File: src/sv/rgbhsv_pkg.sv
// rgbhsv_pkg: shared widths, types and constants of the rgb to hsv light color block
// used by rgbhsv_front and rgb_to_hsv_light_color; no dependencies
`default_nettype none

package rgbhsv_pkg;

    localparam int TAG_W        = 6;
    localparam int CH_W         = 8;
    localparam int HUE_W        = 16;
    localparam int NUM_W        = 11;   // holds 6 * 254
    localparam int FRONT_STAGES = 3;
    localparam int DIV_STAGES   = 4;    // must divide HUE_W and CH_W

    localparam logic [CH_W-1:0] CH_LIMIT = 8'd254;

    typedef logic [CH_W-1:0]          t_ch;
    typedef logic [NUM_W-1:0]         t_num;
    typedef logic [NUM_W+HUE_W-1:0]   t_hue_dvd;
    typedef logic [2*CH_W-1:0]        t_sat_dvd;

    // which channel holds the maximum, red wins ties over green, green over blue
    typedef enum logic [1:0] {
        MAXCH_RED,
        MAXCH_GREEN,
        MAXCH_BLUE
    } t_maxch;

    // fields that ride alongside the dividers
    typedef struct packed {
        logic [TAG_W-1:0] tag;
        logic             on;
        logic [CH_W-1:0]  bri;
    } t_side;

endpackage

`default_nettype wire

File: src/sv/rgb_to_hsv_light_color.sv
// rgb_to_hsv_light_color: rgb to hsv conversion for light control, 0..254 channel and saturation scales, 16-bit hue
// a request passes three front register stages, then DIV_STAGES divider stages
// throughput one request per cycle while i_stall is low; every stage advances when it is empty or drained
// synchronous active-low reset clears the stage valid bits only
// uses rgbhsv_pkg, rgbhsv_front and rgbhsv_div
`default_nettype none

module rgb_to_hsv_light_color #(
    parameter int DIV_STAGES = rgbhsv_pkg::DIV_STAGES
) (
    input  wire logic                         i_clk,
    input  wire logic                         i_rst_n,
    // input request channel
    input  wire logic                         i_valid,
    output logic                              o_stall,
    input  wire logic [rgbhsv_pkg::TAG_W-1:0] i_light_id,
    input  wire logic [rgbhsv_pkg::CH_W-1:0]  i_red,
    input  wire logic [rgbhsv_pkg::CH_W-1:0]  i_green,
    input  wire logic [rgbhsv_pkg::CH_W-1:0]  i_blue,
    // result request channel
    output logic                              o_valid,
    input  wire logic                         i_stall,
    output logic [rgbhsv_pkg::TAG_W-1:0]      o_light_tag,
    output logic                              o_light_on,
    output logic [rgbhsv_pkg::HUE_W-1:0]      o_hue,
    output logic [rgbhsv_pkg::CH_W-1:0]       o_saturation,
    output logic [rgbhsv_pkg::CH_W-1:0]       o_brightness
);

    localparam int FRONT = rgbhsv_pkg::FRONT_STAGES;
    localparam int NSTG  = FRONT + DIV_STAGES;

    // one valid bit per register stage; the last stage is the output register
    logic [NSTG-1:0] r_vld;
    logic [NSTG-1:0] n_vld;
    logic [NSTG-1:0] c_en;

    // a stage loads when it holds nothing or its content moves on this cycle,
    // so bubbles squeeze out and a waiting result does not block new requests while an empty stage remains
    always_comb begin
        c_en[NSTG-1] = !r_vld[NSTG-1] || !i_stall;
        for (int k = NSTG - 2; k >= 0; k--) begin
            c_en[k] = !r_vld[k] || c_en[k+1];
        end
        n_vld = r_vld;
        for (int k = 0; k < NSTG; k++) begin
            if (c_en[k]) begin
                n_vld[k] = (k == 0) ? i_valid : r_vld[(k == 0) ? 0 : k - 1];
            end
        end
    end

    always_ff @(posedge i_clk) begin
        if (!i_rst_n) begin
            r_vld <= '0;
        end else begin
            r_vld <= n_vld;
        end
    end

    assign o_stall = !c_en[0];
    assign o_valid = r_vld[NSTG-1];

    // front end: clamp, grey fix, max/min, numerator and divider operands
    rgbhsv_pkg::t_side    w_side;
    rgbhsv_pkg::t_hue_dvd w_hue_dvd;
    rgbhsv_pkg::t_num     w_hue_dvs;
    rgbhsv_pkg::t_sat_dvd w_sat_dvd;
    rgbhsv_pkg::t_ch      w_sat_dvs;

    rgbhsv_front u_front (
        .i_clk      (i_clk),
        .i_en       (c_en[FRONT-1:0]),
        .i_light_id (i_light_id),
        .i_red      (i_red),
        .i_green    (i_green),
        .i_blue     (i_blue),
        .o_side     (w_side),
        .o_hue_dvd  (w_hue_dvd),
        .o_hue_dvs  (w_hue_dvs),
        .o_sat_dvd  (w_sat_dvd),
        .o_sat_dvs  (w_sat_dvs)
    );

    // hue = num * 65535 / (6 d), quotient spread over the divider stages
    rgbhsv_div #(
        .DVS_W  (rgbhsv_pkg::NUM_W),
        .QUO_W  (rgbhsv_pkg::HUE_W),
        .STAGES (DIV_STAGES)
    ) u_hue_div (
        .i_clk (i_clk),
        .i_en  (c_en[NSTG-1:FRONT]),
        .i_dvd (w_hue_dvd),
        .i_dvs (w_hue_dvs),
        .o_quo (o_hue)
    );

    // saturation = d * 254 / mx, same stage count so both results line up
    rgbhsv_div #(
        .DVS_W  (rgbhsv_pkg::CH_W),
        .QUO_W  (rgbhsv_pkg::CH_W),
        .STAGES (DIV_STAGES)
    ) u_sat_div (
        .i_clk (i_clk),
        .i_en  (c_en[NSTG-1:FRONT]),
        .i_dvd (w_sat_dvd),
        .i_dvs (w_sat_dvs),
        .o_quo (o_saturation)
    );

    // tag, on flag and brightness travel beside the dividers
    rgbhsv_pkg::t_side r_side [DIV_STAGES];

    always_ff @(posedge i_clk) begin
        for (int k = 0; k < DIV_STAGES; k++) begin
            if (c_en[FRONT+k]) begin
                r_side[k] <= (k == 0) ? w_side : r_side[(k == 0) ? 0 : k - 1];
            end
        end
    end

    assign o_light_tag  = r_side[DIV_STAGES-1].tag;
    assign o_light_on   = r_side[DIV_STAGES-1].on;
    assign o_brightness = r_side[DIV_STAGES-1].bri;

endmodule

`default_nettype wire

File: src/sv/rgbhsv_div.sv
// rgbhsv_div: pipelined restoring divider, QUO_W / STAGES quotient bits per register stage
// quotient must fit in QUO_W bits; no package dependencies
`default_nettype none

module rgbhsv_div #(
    parameter int DVS_W  = 8,
    parameter int QUO_W  = 8,
    parameter int STAGES = 4
) (
    input  wire logic                   i_clk,
    input  wire logic [STAGES-1:0]      i_en,
    input  wire logic [DVS_W+QUO_W-1:0] i_dvd,
    input  wire logic [DVS_W-1:0]       i_dvs,
    output logic      [QUO_W-1:0]       o_quo
);

    localparam int BPS   = QUO_W / STAGES;
    localparam int DVD_W = DVS_W + QUO_W;

    // partial remainder, shifting dividend/quotient word and divisor per stage
    logic [DVS_W-1:0] r_rem [STAGES-1];
    logic [DVS_W-1:0] r_dvs [STAGES-1];
    logic [QUO_W-1:0] r_lq  [STAGES];

    for (genvar gs = 0; gs < STAGES; gs++) begin : g_stage
        logic [DVS_W-1:0] w_rem;
        logic [DVS_W-1:0] w_dvs;
        logic [QUO_W-1:0] w_lq;
        logic [DVS_W-1:0] n_rem;
        logic [QUO_W-1:0] n_lq;
        logic [DVS_W:0]   c_t;
        logic             c_ge;

        if (gs == 0) begin : g_first
            assign w_rem = i_dvd[DVD_W-1:QUO_W];
            assign w_lq  = i_dvd[QUO_W-1:0];
            assign w_dvs = i_dvs;
        end else begin : g_next
            assign w_rem = r_rem[gs-1];
            assign w_lq  = r_lq[gs-1];
            assign w_dvs = r_dvs[gs-1];
        end

        always_comb begin
            n_rem = w_rem;
            n_lq  = w_lq;
            c_t   = '0;
            c_ge  = 1'b0;
            for (int k = 0; k < BPS; k++) begin
                c_t  = {n_rem, n_lq[QUO_W-1]};
                c_ge = (c_t >= {1'b0, w_dvs});
                if (c_ge) begin
                    c_t = c_t - {1'b0, w_dvs};
                end
                n_rem = c_t[DVS_W-1:0];
                n_lq  = {n_lq[QUO_W-2:0], c_ge};
            end
        end

        if (gs < STAGES - 1) begin : g_mid
            always_ff @(posedge i_clk) begin
                if (i_en[gs]) begin
                    r_rem[gs] <= n_rem;
                    r_dvs[gs] <= w_dvs;
                    r_lq[gs]  <= n_lq;
                end
            end
        end else begin : g_last
            always_ff @(posedge i_clk) begin
                if (i_en[gs]) begin
                    r_lq[gs] <= n_lq;
                end
            end
        end
    end

    assign o_quo = r_lq[STAGES-1];

endmodule

`default_nettype wire

File: src/sv/rgbhsv_front.sv
// rgbhsv_front: clamp, grey fix, max/min, hue numerator and divider operands
// three register stages; uses rgbhsv_pkg
`default_nettype none

module rgbhsv_front (
    input  wire logic                         i_clk,
    input  wire logic [2:0]                   i_en,
    input  wire logic [rgbhsv_pkg::TAG_W-1:0] i_light_id,
    input  wire rgbhsv_pkg::t_ch              i_red,
    input  wire rgbhsv_pkg::t_ch              i_green,
    input  wire rgbhsv_pkg::t_ch              i_blue,
    output rgbhsv_pkg::t_side                 o_side,
    output rgbhsv_pkg::t_hue_dvd              o_hue_dvd,
    output rgbhsv_pkg::t_num                  o_hue_dvs,
    output rgbhsv_pkg::t_sat_dvd              o_sat_dvd,
    output rgbhsv_pkg::t_ch                   o_sat_dvs
);

    // stage 1: clamp, grey fix, max, min
    rgbhsv_pkg::t_ch    c_r, c_g, c_b, c_r2;
    rgbhsv_pkg::t_ch    n1_mx, n1_mn;
    rgbhsv_pkg::t_maxch n1_sel;
    rgbhsv_pkg::t_side  n1_side;

    rgbhsv_pkg::t_ch    r1_r, r1_g, r1_b, r1_mx, r1_mn;
    rgbhsv_pkg::t_maxch r1_sel;
    rgbhsv_pkg::t_side  r1_side;

    always_comb begin
        c_r = (i_red   > rgbhsv_pkg::CH_LIMIT) ? rgbhsv_pkg::CH_LIMIT : i_red;
        c_g = (i_green > rgbhsv_pkg::CH_LIMIT) ? rgbhsv_pkg::CH_LIMIT : i_green;
        c_b = (i_blue  > rgbhsv_pkg::CH_LIMIT) ? rgbhsv_pkg::CH_LIMIT : i_blue;
        c_r2 = c_r;
        if (c_r == c_g && c_g == c_b && c_r != '0) begin
            c_r2 = c_r - 1'b1;
        end
        if (c_r2 >= c_g && c_r2 >= c_b) begin
            n1_sel = rgbhsv_pkg::MAXCH_RED;
            n1_mx  = c_r2;
        end else if (c_g >= c_b) begin
            n1_sel = rgbhsv_pkg::MAXCH_GREEN;
            n1_mx  = c_g;
        end else begin
            n1_sel = rgbhsv_pkg::MAXCH_BLUE;
            n1_mx  = c_b;
        end
        n1_mn = c_r2;
        if (c_g < n1_mn) begin
            n1_mn = c_g;
        end
        if (c_b < n1_mn) begin
            n1_mn = c_b;
        end
        n1_side.tag = i_light_id;
        n1_side.on  = (i_red != '0) || (i_green != '0) || (i_blue != '0);
        n1_side.bri = '0;
    end

    always_ff @(posedge i_clk) begin
        if (i_en[0]) begin
            r1_r    <= c_r2;
            r1_g    <= c_g;
            r1_b    <= c_b;
            r1_mx   <= n1_mx;
            r1_mn   <= n1_mn;
            r1_sel  <= n1_sel;
            r1_side <= n1_side;
        end
    end

    // stage 2: difference, six times difference, hue numerator, brightness
    rgbhsv_pkg::t_ch   n2_d;
    rgbhsv_pkg::t_num  n2_d6, n2_num;
    rgbhsv_pkg::t_side n2_side;

    rgbhsv_pkg::t_ch   r2_d, r2_mx;
    rgbhsv_pkg::t_num  r2_d6, r2_num;
    rgbhsv_pkg::t_side r2_side;

    always_comb begin
        n2_d  = r1_mx - r1_mn;
        n2_d6 = rgbhsv_pkg::t_num'({n2_d, 2'b00}) + rgbhsv_pkg::t_num'({n2_d, 1'b0});
        case (r1_sel)
            rgbhsv_pkg::MAXCH_RED: begin
                if (r1_g >= r1_b) begin
                    n2_num = rgbhsv_pkg::t_num'(r1_g - r1_b);
                end else begin
                    n2_num = n2_d6 - rgbhsv_pkg::t_num'(r1_b - r1_g);
                end
            end
            rgbhsv_pkg::MAXCH_GREEN: begin
                n2_num = rgbhsv_pkg::t_num'({n2_d, 1'b0}) + rgbhsv_pkg::t_num'(r1_b)
                         - rgbhsv_pkg::t_num'(r1_r);
            end
            rgbhsv_pkg::MAXCH_BLUE: begin
                n2_num = rgbhsv_pkg::t_num'({n2_d, 2'b00}) + rgbhsv_pkg::t_num'(r1_r)
                         - rgbhsv_pkg::t_num'(r1_g);
            end
            default: begin
                n2_num = '0;
            end
        endcase
        n2_side = r1_side;
        // floor(mx * 254 / 255) is mx - 1 for mx in 1..254
        n2_side.bri = (r1_mx == '0) ? '0 : r1_mx - 1'b1;
    end

    always_ff @(posedge i_clk) begin
        if (i_en[1]) begin
            r2_d    <= n2_d;
            r2_mx   <= r1_mx;
            r2_d6   <= n2_d6;
            r2_num  <= n2_num;
            r2_side <= n2_side;
        end
    end

    // stage 3: divider operands, zero divisors become all ones over a zero dividend
    rgbhsv_pkg::t_hue_dvd n3_hue_dvd;
    rgbhsv_pkg::t_num     n3_hue_dvs;
    rgbhsv_pkg::t_sat_dvd n3_sat_dvd;
    rgbhsv_pkg::t_ch      n3_sat_dvs;

    rgbhsv_pkg::t_hue_dvd r3_hue_dvd;
    rgbhsv_pkg::t_num     r3_hue_dvs;
    rgbhsv_pkg::t_sat_dvd r3_sat_dvd;
    rgbhsv_pkg::t_ch      r3_sat_dvs;
    rgbhsv_pkg::t_side    r3_side;

    always_comb begin
        if (r2_d == '0) begin
            n3_hue_dvd = '0;
            n3_hue_dvs = '1;
        end else begin
            // num * 65535
            n3_hue_dvd = {r2_num, {rgbhsv_pkg::HUE_W{1'b0}}}
                         - rgbhsv_pkg::t_hue_dvd'(r2_num);
            n3_hue_dvs = r2_d6;
        end
        // d * 254
        n3_sat_dvd = {r2_d, {rgbhsv_pkg::CH_W{1'b0}}} - rgbhsv_pkg::t_sat_dvd'({r2_d, 1'b0});
        n3_sat_dvs = (r2_mx == '0) ? '1 : r2_mx;
    end

    always_ff @(posedge i_clk) begin
        if (i_en[2]) begin
            r3_hue_dvd <= n3_hue_dvd;
            r3_hue_dvs <= n3_hue_dvs;
            r3_sat_dvd <= n3_sat_dvd;
            r3_sat_dvs <= n3_sat_dvs;
            r3_side    <= r2_side;
        end
    end

    assign o_side    = r3_side;
    assign o_hue_dvd = r3_hue_dvd;
    assign o_hue_dvs = r3_hue_dvs;
    assign o_sat_dvd = r3_sat_dvd;
    assign o_sat_dvs = r3_sat_dvs;

endmodule

`default_nettype wire
File: config.mk
export PLATFORM = sky130hd
export DESIGN_NAME = rgb_to_hsv_light_color
export DESIGN_NICKNAME = d
export VERILOG_FILES = /design/src/sv/rgbhsv_pkg.sv /design/src/sv/rgb_to_hsv_light_color.sv /design/src/sv/rgbhsv_div.sv /design/src/sv/rgbhsv_front.sv
export SDC_FILE = /design/constraint.sdc
export NUM_CORES = 1
export LEC_CHECK = 0
export BUFFER_PORTS_ARGS = -buffer_cell sky130_fd_sc_hd__buf_2
export CAP_MARGIN = 30
export CORE_MARGIN = 4
export CORE_UTILIZATION = 30
export CTS_CLUSTER_SIZE = 30
export DETAILED_ROUTE_END_ITERATION = 12
export GPL_TIMING_DRIVEN = 0
export PLACE_DENSITY = 0.45
export SYNTH_ARGS = -nofsm -noshare
export SYNTH_HDL_FRONTEND = slang
export SYNTH_SLANG_ARGS = --single-unit
File: constraint.sdc
create_clock -name i_clk -period 16.9 [get_ports i_clk]
set_input_delay 0.845 -clock i_clk [delete_from_list [all_inputs] [get_ports i_clk]]
set_output_delay 0.845 -clock i_clk [all_outputs]
set_load 0.02 [all_outputs]
# After elaboration in Yosys (flattened, before gate mapping)
# Memory sizes are Yosys's and may differ from the RTL's.
# Cells that the tools add are included.
[word_totals] ff_bits=186 mem_bits_rw=270 output_inout_bits=41 elab_cells=178 n_memories=7
[memory_table] memory="u_hue_div.r_lq" words=4 word_bits=16 rd=4 rd_clocked_by_memory_dff=0 write_ports=4 line_no="rgbhsv_div.sv:23" rtl="logic [QUO_W-1:0] r_lq [STAGES];"
[memory_table] memory="r_side" words=4 word_bits=15 rd=4 rd_clocked_by_memory_dff=0 write_ports=4 line_no="rgb_to_hsv_light_color.sv:112" rtl="rgbhsv_pkg::t_side r_side [DIV_STAGES];"
[memory_table] memory="u_hue_div.r_dvs" words=3 word_bits=11 rd=3 rd_clocked_by_memory_dff=0 write_ports=3 line_no="rgbhsv_div.sv:22" rtl="logic [DVS_W-1:0] r_dvs [STAGES-1];"
[memory_table] memory="u_hue_div.r_rem" words=3 word_bits=11 rd=3 rd_clocked_by_memory_dff=0 write_ports=3 line_no="rgbhsv_div.sv:21" rtl="logic [DVS_W-1:0] r_rem [STAGES-1];"
[memory_table] memory="u_sat_div.r_lq" words=4 word_bits=8 rd=4 rd_clocked_by_memory_dff=0 write_ports=4 line_no="rgbhsv_div.sv:23"
[memory_table] memory="u_sat_div.r_dvs" words=3 word_bits=8 rd=3 rd_clocked_by_memory_dff=0 write_ports=3 line_no="rgbhsv_div.sv:22"
[memory_table] memory="1 more memories"
[op_classes] add_sub_neg=35 n_lt_le_gt_ge=33 n_eq_ne=4 n_mux=41 reduce_logical=29
[op_table] op="12-bit by 11-bit >= comparator with 1-bit output" count=16
[op_table] op="11-bit 2-to-1 mux" count=16
[op_table] op="11-bit subtractor" count=16
[op_table] op="8-bit 2-to-1 mux" count=15
[op_table] op="9-bit by 8-bit >= comparator with 1-bit output" count=8
[op_table] op="8-bit subtractor" count=8
[op_table] op="11-bit one-hot mux with 3 select lines" count=1
[op_table] op="8-bit >= comparator" count=4
[op_table] op="8-bit nonzero test" count=4
[op_table] op="27-bit by 11-bit subtractor with 27-bit output" count=1
[op_table] op="8-bit greater-than comparator, second input constant" count=3
[op_table] op="8-bit zero test" count=3
[op_table] op="11-bit by 8-bit subtractor with 11-bit output" count=2
[op_table] op="8-bit by 8-bit subtractor with 9-bit output" count=2
[op_table] op="8-bit equality test" count=2
[op_table] op="8-bit < comparator" count=2
[op_table] op="16-bit by 9-bit subtractor with 16-bit output" count=1
[op_table] op="8-bit by 1-bit subtractor with 8-bit output, second input constant" count=2
[op_table] op="10-bit by 8-bit adder with 11-bit output" count=1
[op_table] op="10-bit by 9-bit adder with 11-bit output" count=1
[op_table] op="9-bit by 8-bit adder with 10-bit output" count=1
[op_table] op="1-bit zero test" count=9
[op_table] op="1-bit logical OR" count=9
[op_table] op="1-bit 2-to-1 mux" count=8
[op_table] op="5 further kinds" count=7

# Longest topological paths before layout
# Gate-level depths: netlist (run 1).
[logic_depth] ltp_word=10 depth_mapped=49 ltp_nobuf=44

# By module
# From an unflattened synthesis (run 1), not the netlist that was laid out.
[hier_totals] hier_cells=2979 hier_area_um2=31943.1
[modules_own_cells] module="rgbhsv_div at u_hue_div" instances=1 cells_per_inst=1455 area_per_inst_um2=13534.2
[modules_own_cells] module="rgbhsv_front" instances=1 cells_per_inst=908 area_per_inst_um2=10530.1
[modules_own_cells] module="rgbhsv_div at u_sat_div" instances=1 cells_per_inst=526 area_per_inst_um2=5795.6
[modules_own_cells] module="rgb_to_hsv_light_color" instances=1 cells_per_inst=90 area_per_inst_um2=2083.2

# Worst setup path before layout (run 1)
# OpenSTA, ideal clock, no wires.
[synth_path] path_type="reg-to-reg" startpoint="mem u_hue_div.r_dvs[0][0] (netlist bit)" endpoint="mem u_hue_div.r_rem[0][13] (netlist bit), data pin" setup_time_ns=0.260 arrival_ns=9.303 setup_slack_ns=7.337 path_stages_with_launch=41 n_path_buf=3 cell_sequence="edfxtp_1 ha_1 fa_1 nor2b_1 o21ai_2 nand2b_2 a211oi_4 o211ai_2 clkbuf_1 mux2_2 ha_1 o21ai_0 a21oi_1 o41ai_2 o21ai_0 a311oi_4 clkbuf_1 mux2_2 (+5 left out) a2111oi_0 o21a_1 o21ai_0 nand2_1 buf_2 mux2i_1 ha_1 nor2b_1 o21ai_0 a21boi_0 o21ai_0 nand2b_1 a31o_2 or4_1 a31o_2 a31oi_4 inv_4 mux2_4"
[synth_lines] element="start, declared" line_no="rgbhsv_div.sv:22"
[synth_lines] element="end, declared" line_no="rgbhsv_div.sv:21"

==> run_results.csv, run 1 <==
group,metric,value,unit
synth,synth-xor-area-share,5.45,%
sta,drv_slew,0,
cts,cts_tree,"yes",
synth,yosysWarnings,0,
setup_path,rr_startpoint,"u_hue_div.r_dvs[0][18]",
global_route,grt_max_degree,69,
synth,synthCells,2926,
routing,firstDrtPassIters,5,
synth,synth-simple-area-share,11.5,%
synth,ys_types,92,
sta,hold_viol_final,0,
setup_path,cp-end-kind,"flop",
floorplanning,die_y,331,um
synth,synthAdderAreaFrac,16.0,%
cts,ctsRootBufferMaster,"clkbuf_16",
layout,syn_to_final_growth,13.5,%
floorplanning,io_pins,75,
setup_path,path_class,"flop to flop",
routing,routedWlPerCell,16.5,um
setup_path,critPathBufInv,9,
setup_path,startpoint_type,"flop",
routing,vias,21400,
layout,fillers,10400,
synth,synth_flop_cell,"edfxtp_1",
placed_design,dp_hpwl,58100,um
setup_path,r2r_slack,5440,ps
synth,synth_top_area_share,42.6,%
sta,finalCriticalPeriod,11460,ps
synth,synth_compound_area_share,13.8,%
routing,drt-total-wl,74100,um
sta,max_freq,0.0873,GHz
layout,drive_above_1_share,11.6,%
synth,synthArstFlopShare,0,%
layout,multi_input_area,0.0165,sq mm
cts,cts-buffers-inserted,55,
hold_path,hold_path.class,"flop to flop",
cts,cts-hold-fix-buffers,0,
global_route,grt_usage,13.6,%
routing,first_iter_violations,1073,
sta,worst_pin_slew,922,ps
sta,rsz0062_at_grt,"no",
routing,vias_per_cell,4.77,
synth,synth_area_per_cell,10.7,sq um
cts,postCtsSetupBuffers,0,
setup_path,crit_start,"u_hue_div.r_dvs[0][18]",
cts,cts_sinks,450,
setup_path,max_stage_delay,600,ps
sta,fin_crit_sh,67.8,%
cts,post_cts_resized,0,
sta,setup_violations,0,
sta,slew_headroom,38.1,%
cts,clk_pin_slew,60,ps
cts,cts.path.max_buffers,3,
sta,setup_tns,0,ps
floorplanning,dieArea,0.109,sq mm
run,cap_viol_max_count,0,
synth,netlist_area,0.0313,sq mm
synth,yosys.area.top_type,"edfxtp_1",
routing,drc,0,
floorplanning,row_count,118,
setup_path,worstPathMaxFanout,10,
layout,n_antenna_cell,0,
routing,final_antenna_net_count,0,
floorplanning,initial_core_util,30.2,%
layout,final-seq-area,0.0134,sq mm
synth,synth_mux_area_share,5.85,%
setup_path,cp_top_family,"compound AO/OA/AOI/OAI gates",
placed_design,place_inst,4386,
synth,synth.net_count,3337,
floorplanning,core,0.103,sq mm
placed_design,gp_congestion,0.824,
global_route,grt_pass1_wl,118000,um
synth,synthTopCellsByArea,"edfxtp_1 (43%), ha_1 (14%), mux2_2 (4.0%)",
global_route,grt-ovfl-total,0,
layout,final_cells,4489,
synth,ys_ff_latch,450,
cts,clock_latency,630,ps
global_route,antenna_found_initial,4,
setup_path,cp_common_cell,"o21ai_0",
setup_path,worstPathArrival,11800,ps
status,status,"finished, final reports clean",
setup_path,crit_required,17240,ps
synth,yosysSeqAreaShare,43.0,%
placed_design,io_buffer_count,73,
global_route,first_global_vias,21200,
floorplanning,die_w,331,um
setup_path,crit_slowest_cell,"a21oi_1",
synth,synth_top_family_by_area,"adder cells",
hold_path,min_from,"u_front.o_side[9]",
cts,ctsHtreeMaxLevel,2,
layout,num-nets-final,3475,
synth,synth_edf_count,443,
sta,fin_skew,41.9,ps
==> synthesized netlist by cell type, types with 15 or more instances <==
cell,instances
a21boi_0,32
a21o_1,64
a21oi_1,162
and2_1,15
clkbuf_1,48
edfxtp_1,443
fa_1,36
ha_1,341
inv_1,301
mux2_2,111
mux2i_1,42
nand2_1,174
nand2b_1,38
nand3_1,36
nand4_1,46
nor2_1,201
nor2b_1,67
nor3_1,54
nor4_1,19
o21a_1,40
o21ai_0,166
o21bai_1,24
o31ai_1,23
or2_2,23
or3_1,20
xnor2_1,123
xor2_1,69
==> registers in the layout, indices dropped and copies added, names as in the netlist, 9 cells and up <==
register,flops
u_front.o_hue_dvs,11
u_front.o_side,15
u_sat_div.r_rem,24
u_front.r2_side,15
u_front.r2_num,11
u_sat_div.r_lq,29
u_hue_div.r_lq,64
u_front.o_sat_dvd,15
u_hue_div.r_dvs,33
u_sat_div.r_dvs,24
u_front.o_hue_dvd,27
u_hue_div.r_rem,33
r_side,60
u_front.r2_d6,9
==> cells in the final DEF, fill, tap and decap left out, types with 8 or more instances in the layout <==
cell type  synthesis  layout
nor4_1            19      19
nor3_1            54      54
and2_1            15      15
nor2_1           201     201
nand3_1           36      36
or2_2             23      23
o211ai_1           9       9
nor2b_1           67      67
nand4_1           46      46
o31ai_1           23      23
mux2_4             9       9
xor2_1            69      69
xnor2_1          123     123
buf_2              4      77
nor3b_1            8       8
a31oi_1           13      13
o21ai_0          166     166
or3_1             20      20
a21boi_0          32      32
a21oi_1          162     162
mux2_2           111     111
nand2b_1          38      38
edfxtp_1         443     443
bufinv_16          0       8
a211oi_1          14      14
and3_1            13      13
clkbuf_1          48      55
mux2i_1           42      42
inv_1            301     298
o311ai_0           8       8
o21a_1            40      40
nand2_1          174     170
ha_1             341     341
a21o_1            64      64
clkbuf_16          0      55
fa_1              36      36
o21bai_1          24      24
==> metal layers <==
| metal | routed length (um) | GRT usage [%] | share of wire (%) |
|---|---|---|---|
| met1 | 36700 | 19.5 | 49 |
| met2 | 33200 | 21.8 | 45 |
| met3 | 2750 | 1.78 | 3.7 |
| met4 | 1540 | 3.22 | 2.1 |
| met5 | 0 | 0 | 0 |
==> through the flow <==
stage	utilization (%)	cell area [sq um]	hold WS [ps]	setup WS (ps)
6_report	34.3	35500	399	5440
5_1_grt	34.3	35500	350	4550
4_1_cts	34.3	35500	339	5460
3_5_place_dp	32.4	33500	405	5520
3_3_place_gp	32.2	33400	401	5440
2_1_floorplan	-	31300	400	7340
==> area by class of cell <==
cell class / instances / area share [%]
Buffer: 55 / 0.617
Clock buffer: 65 / 4.07
Clock inverter: 37 / 1.38
Inverter: 306 / 3.26
Multi-Input combinational cell: 2115 / 46.4
Sequential cell: 450 / 37.9
Tap cell: 1380 / 4.87
Timing Repair Buffer: 81 / 1.49
==> cell families after synthesis <==
| group | after synthesis |
|---|---|
| compound gates | 646 |
| mux | 164 |
| flops | 450 |
| buf+inv | 361 |
| xor+xnor | 193 |
| simple gates | 735 |
| fa+ha+maj | 377 |
==> final timing paths <==
| kind | cells past startpoint | to |
|---|---|---|
| hold / removal | 0 | r_side[0][9] |
| setup / recovery | 46 | u_hue_div.r_rem[0][32] |
| hold reg to reg | 0 | r_side[0][9] |
| setup reg to reg | 46 | u_hue_div.r_rem[0][32] |
Power of run 1 is left out: the tool's default activity adds up to more than one toggle a clock period on the data nets, which glitch-free logic cannot reach.
==> run 2: changes to the inputs <==
Clock period 16.9 ns to 11.72 ns, I/O delays scaled along.
==> run 2 against run 1 <==
Effect of this change:
- fmax grew 5.7%
- count of clock-buffer cells in the layout did not move
- non-clock buffer count unchanged
- first-iteration DRC count fell by 0.75%
- global-route usage did not move
- clock skew shrank 0.79 ps
- sequential cell count is the same
- routed wire length hardly changed
- critical path type unchanged
==> run_results.csv, run 2 (synthesis gave the netlist of run 1 again) <==
group,metric,value,unit
status,status,"finished, final reports clean",
cts,ctsRootBufferMaster,"clkbuf_16",
setup_path,startpoint_type,"flop",
cts,cts-hold-fix-buffers,0,
cts,cts_sinks,450,
placed_design,gp_congestion,0.824,
sta,setup_tns,0,ps
cts,cts_tree,"yes",
global_route,first_global_vias,21200,
placed_design,dp_hpwl,58100,um
routing,final_antenna_net_count,0,
layout,top_register,"u_hue_div.r_lq",
sta,worst_pin_slew,911,ps
setup_path,cp-end-kind,"flop",
sta,fin_skew,41.1,ps
sta,rsz0062_at_grt,"no",
sta,drv_slew,0,
cts,cts-buffers-inserted,55,
routing,first_iter_violations,1065,
sta,setup_violations,0,
sta,finalCriticalPeriod,10850,ps
layout,syn_to_final_growth,13.6,%
setup_path,r2r_cells,42,
routing,vias,21400,
cts,cts.path.max_buffers,3,
routing,firstDrtPassIters,5,
floorplanning,die_y,331,um
placed_design,place_inst,4386,
sta,fin_crit_sh,92.5,%
setup_path,worstPathArrival,11200,ps
floorplanning,die_w,331,um
layout,final_cell_mix,"edfxtp_1 (443), ha_1 (341), inv_1 (298)",
floorplanning,core,0.103,sq mm
setup_path,cp_common_cell,"o21ai_0",
setup_path,worstPathMaxFanout,10,
placed_design,io_buffer_count,73,
hold_path,min_from,"i_light_id[1]",
layout,drive_above_1_share,11.8,%
floorplanning,io_pins,75,
setup_path,path_class,"flop to flop",
sta,max_freq,0.0922,GHz
layout,reg_top3,"u_hue_div.r_lq (64), r_side (60)",
global_route,grt_pass1_wl,118000,um
routing,routedWlPerCell,16.5,um
layout,layout_commonest_cell,"edfxtp_1",
hold_path,holdPathStages,1,
layout,largest_register_ffs,64,
global_route,grt-ovfl-total,0,
layout,utilization,34.3,%
routing,drt-total-wl,74100,um
floorplanning,row_count,118,
cts,clock_latency,630,ps
sta,hold_viol_final,0,
setup_path,rr_startpoint,"u_hue_div.r_dvs[0][0]",
setup_path,crit_required,12070,ps
routing,vias_per_cell,4.76,
global_route,grt_usage,13.6,%
floorplanning,initial_core_util,30.2,%
cts,postCtsSetupBuffers,0,
sta,slew_headroom,38.8,%
layout,num-nets-final,3475,
global_route,antenna_found_initial,4,
cts,ctsHtreeMaxLevel,2,
hold_path,hold_path.class,"primary input to flop",
layout,n_antenna_cell,0,
layout,multi_input_area,0.0165,sq mm
setup_path,crit_slowest_cell,"edfxtp_1",
floorplanning,dieArea,0.109,sq mm
setup_path,max_stage_delay,500,ps
run,cap_viol_max_count,0,
layout,fillers,10400,
layout,final-seq-area,0.0134,sq mm
setup_path,crit_start,"u_hue_div.r_dvs[0][0]",
cts,clk_pin_slew,60,ps
cts,post_cts_resized,0,
routing,drc,0,
global_route,grt_max_degree,69,
layout,final_cells,4489,
run 2: area by class of cell:
class / count / area share (%)
timing repair buffer: 81 / 1.49
buffer: 55 / 0.627
tap: 1380 / 4.86
inverter: 306 / 3.26
clock buffer: 65 / 4.07
clock inverter: 37 / 1.38
multi-input combinational: 2115 / 46.5
sequential: 450 / 37.9
run 2: metal layers:
layer / routed length, um / global-route usage, % / vias to the layer above
met4: 1570 / 3.22 / 0
met3: 2450 / 1.78 / 87
met1: 37000 / 19.5 / 10000
met5: 0 / 0 / -
li1: - / - / 11000
met2: 33100 / 21.8 / 276
run 2: path summary, 6_finish.rpt:
| check | end | slack, ps |
|---|---|---|
| max | u_hue_div.r_rem[0][15] | 870 |
| min | u_front.n2_side[10] | 140 |
| max reg2reg | u_hue_div.r_rem[0][15] | 870 |
| min reg2reg | r_side[0][9] | 400 |
run 2: through the flow:
step	worst slack [ps]	hold slack (ps)	area [sq um]
final	874	142	35500
after detailed placement	336	405	33500
after global routing	31.0	90.5	35500
after CTS	285	80.3	35500
after floorplan	2160	400	31300
after global placement	257	401	33400
run 2: critical path: cells and delay by family, from the launching register on:
kind | cells | cell delay [ps]
AND/OR/NAND/NOR | 9 | 1420
AO/OA/AOI/OAI | 21 | 4690
multiplexers | 3 | 1030
adder cells (fa/ha/maj) | 5 | 1740
buffers and inverters | 4 | 1170
flip-flops | 1 | 500
Power of run 2 is left out for the same reason.
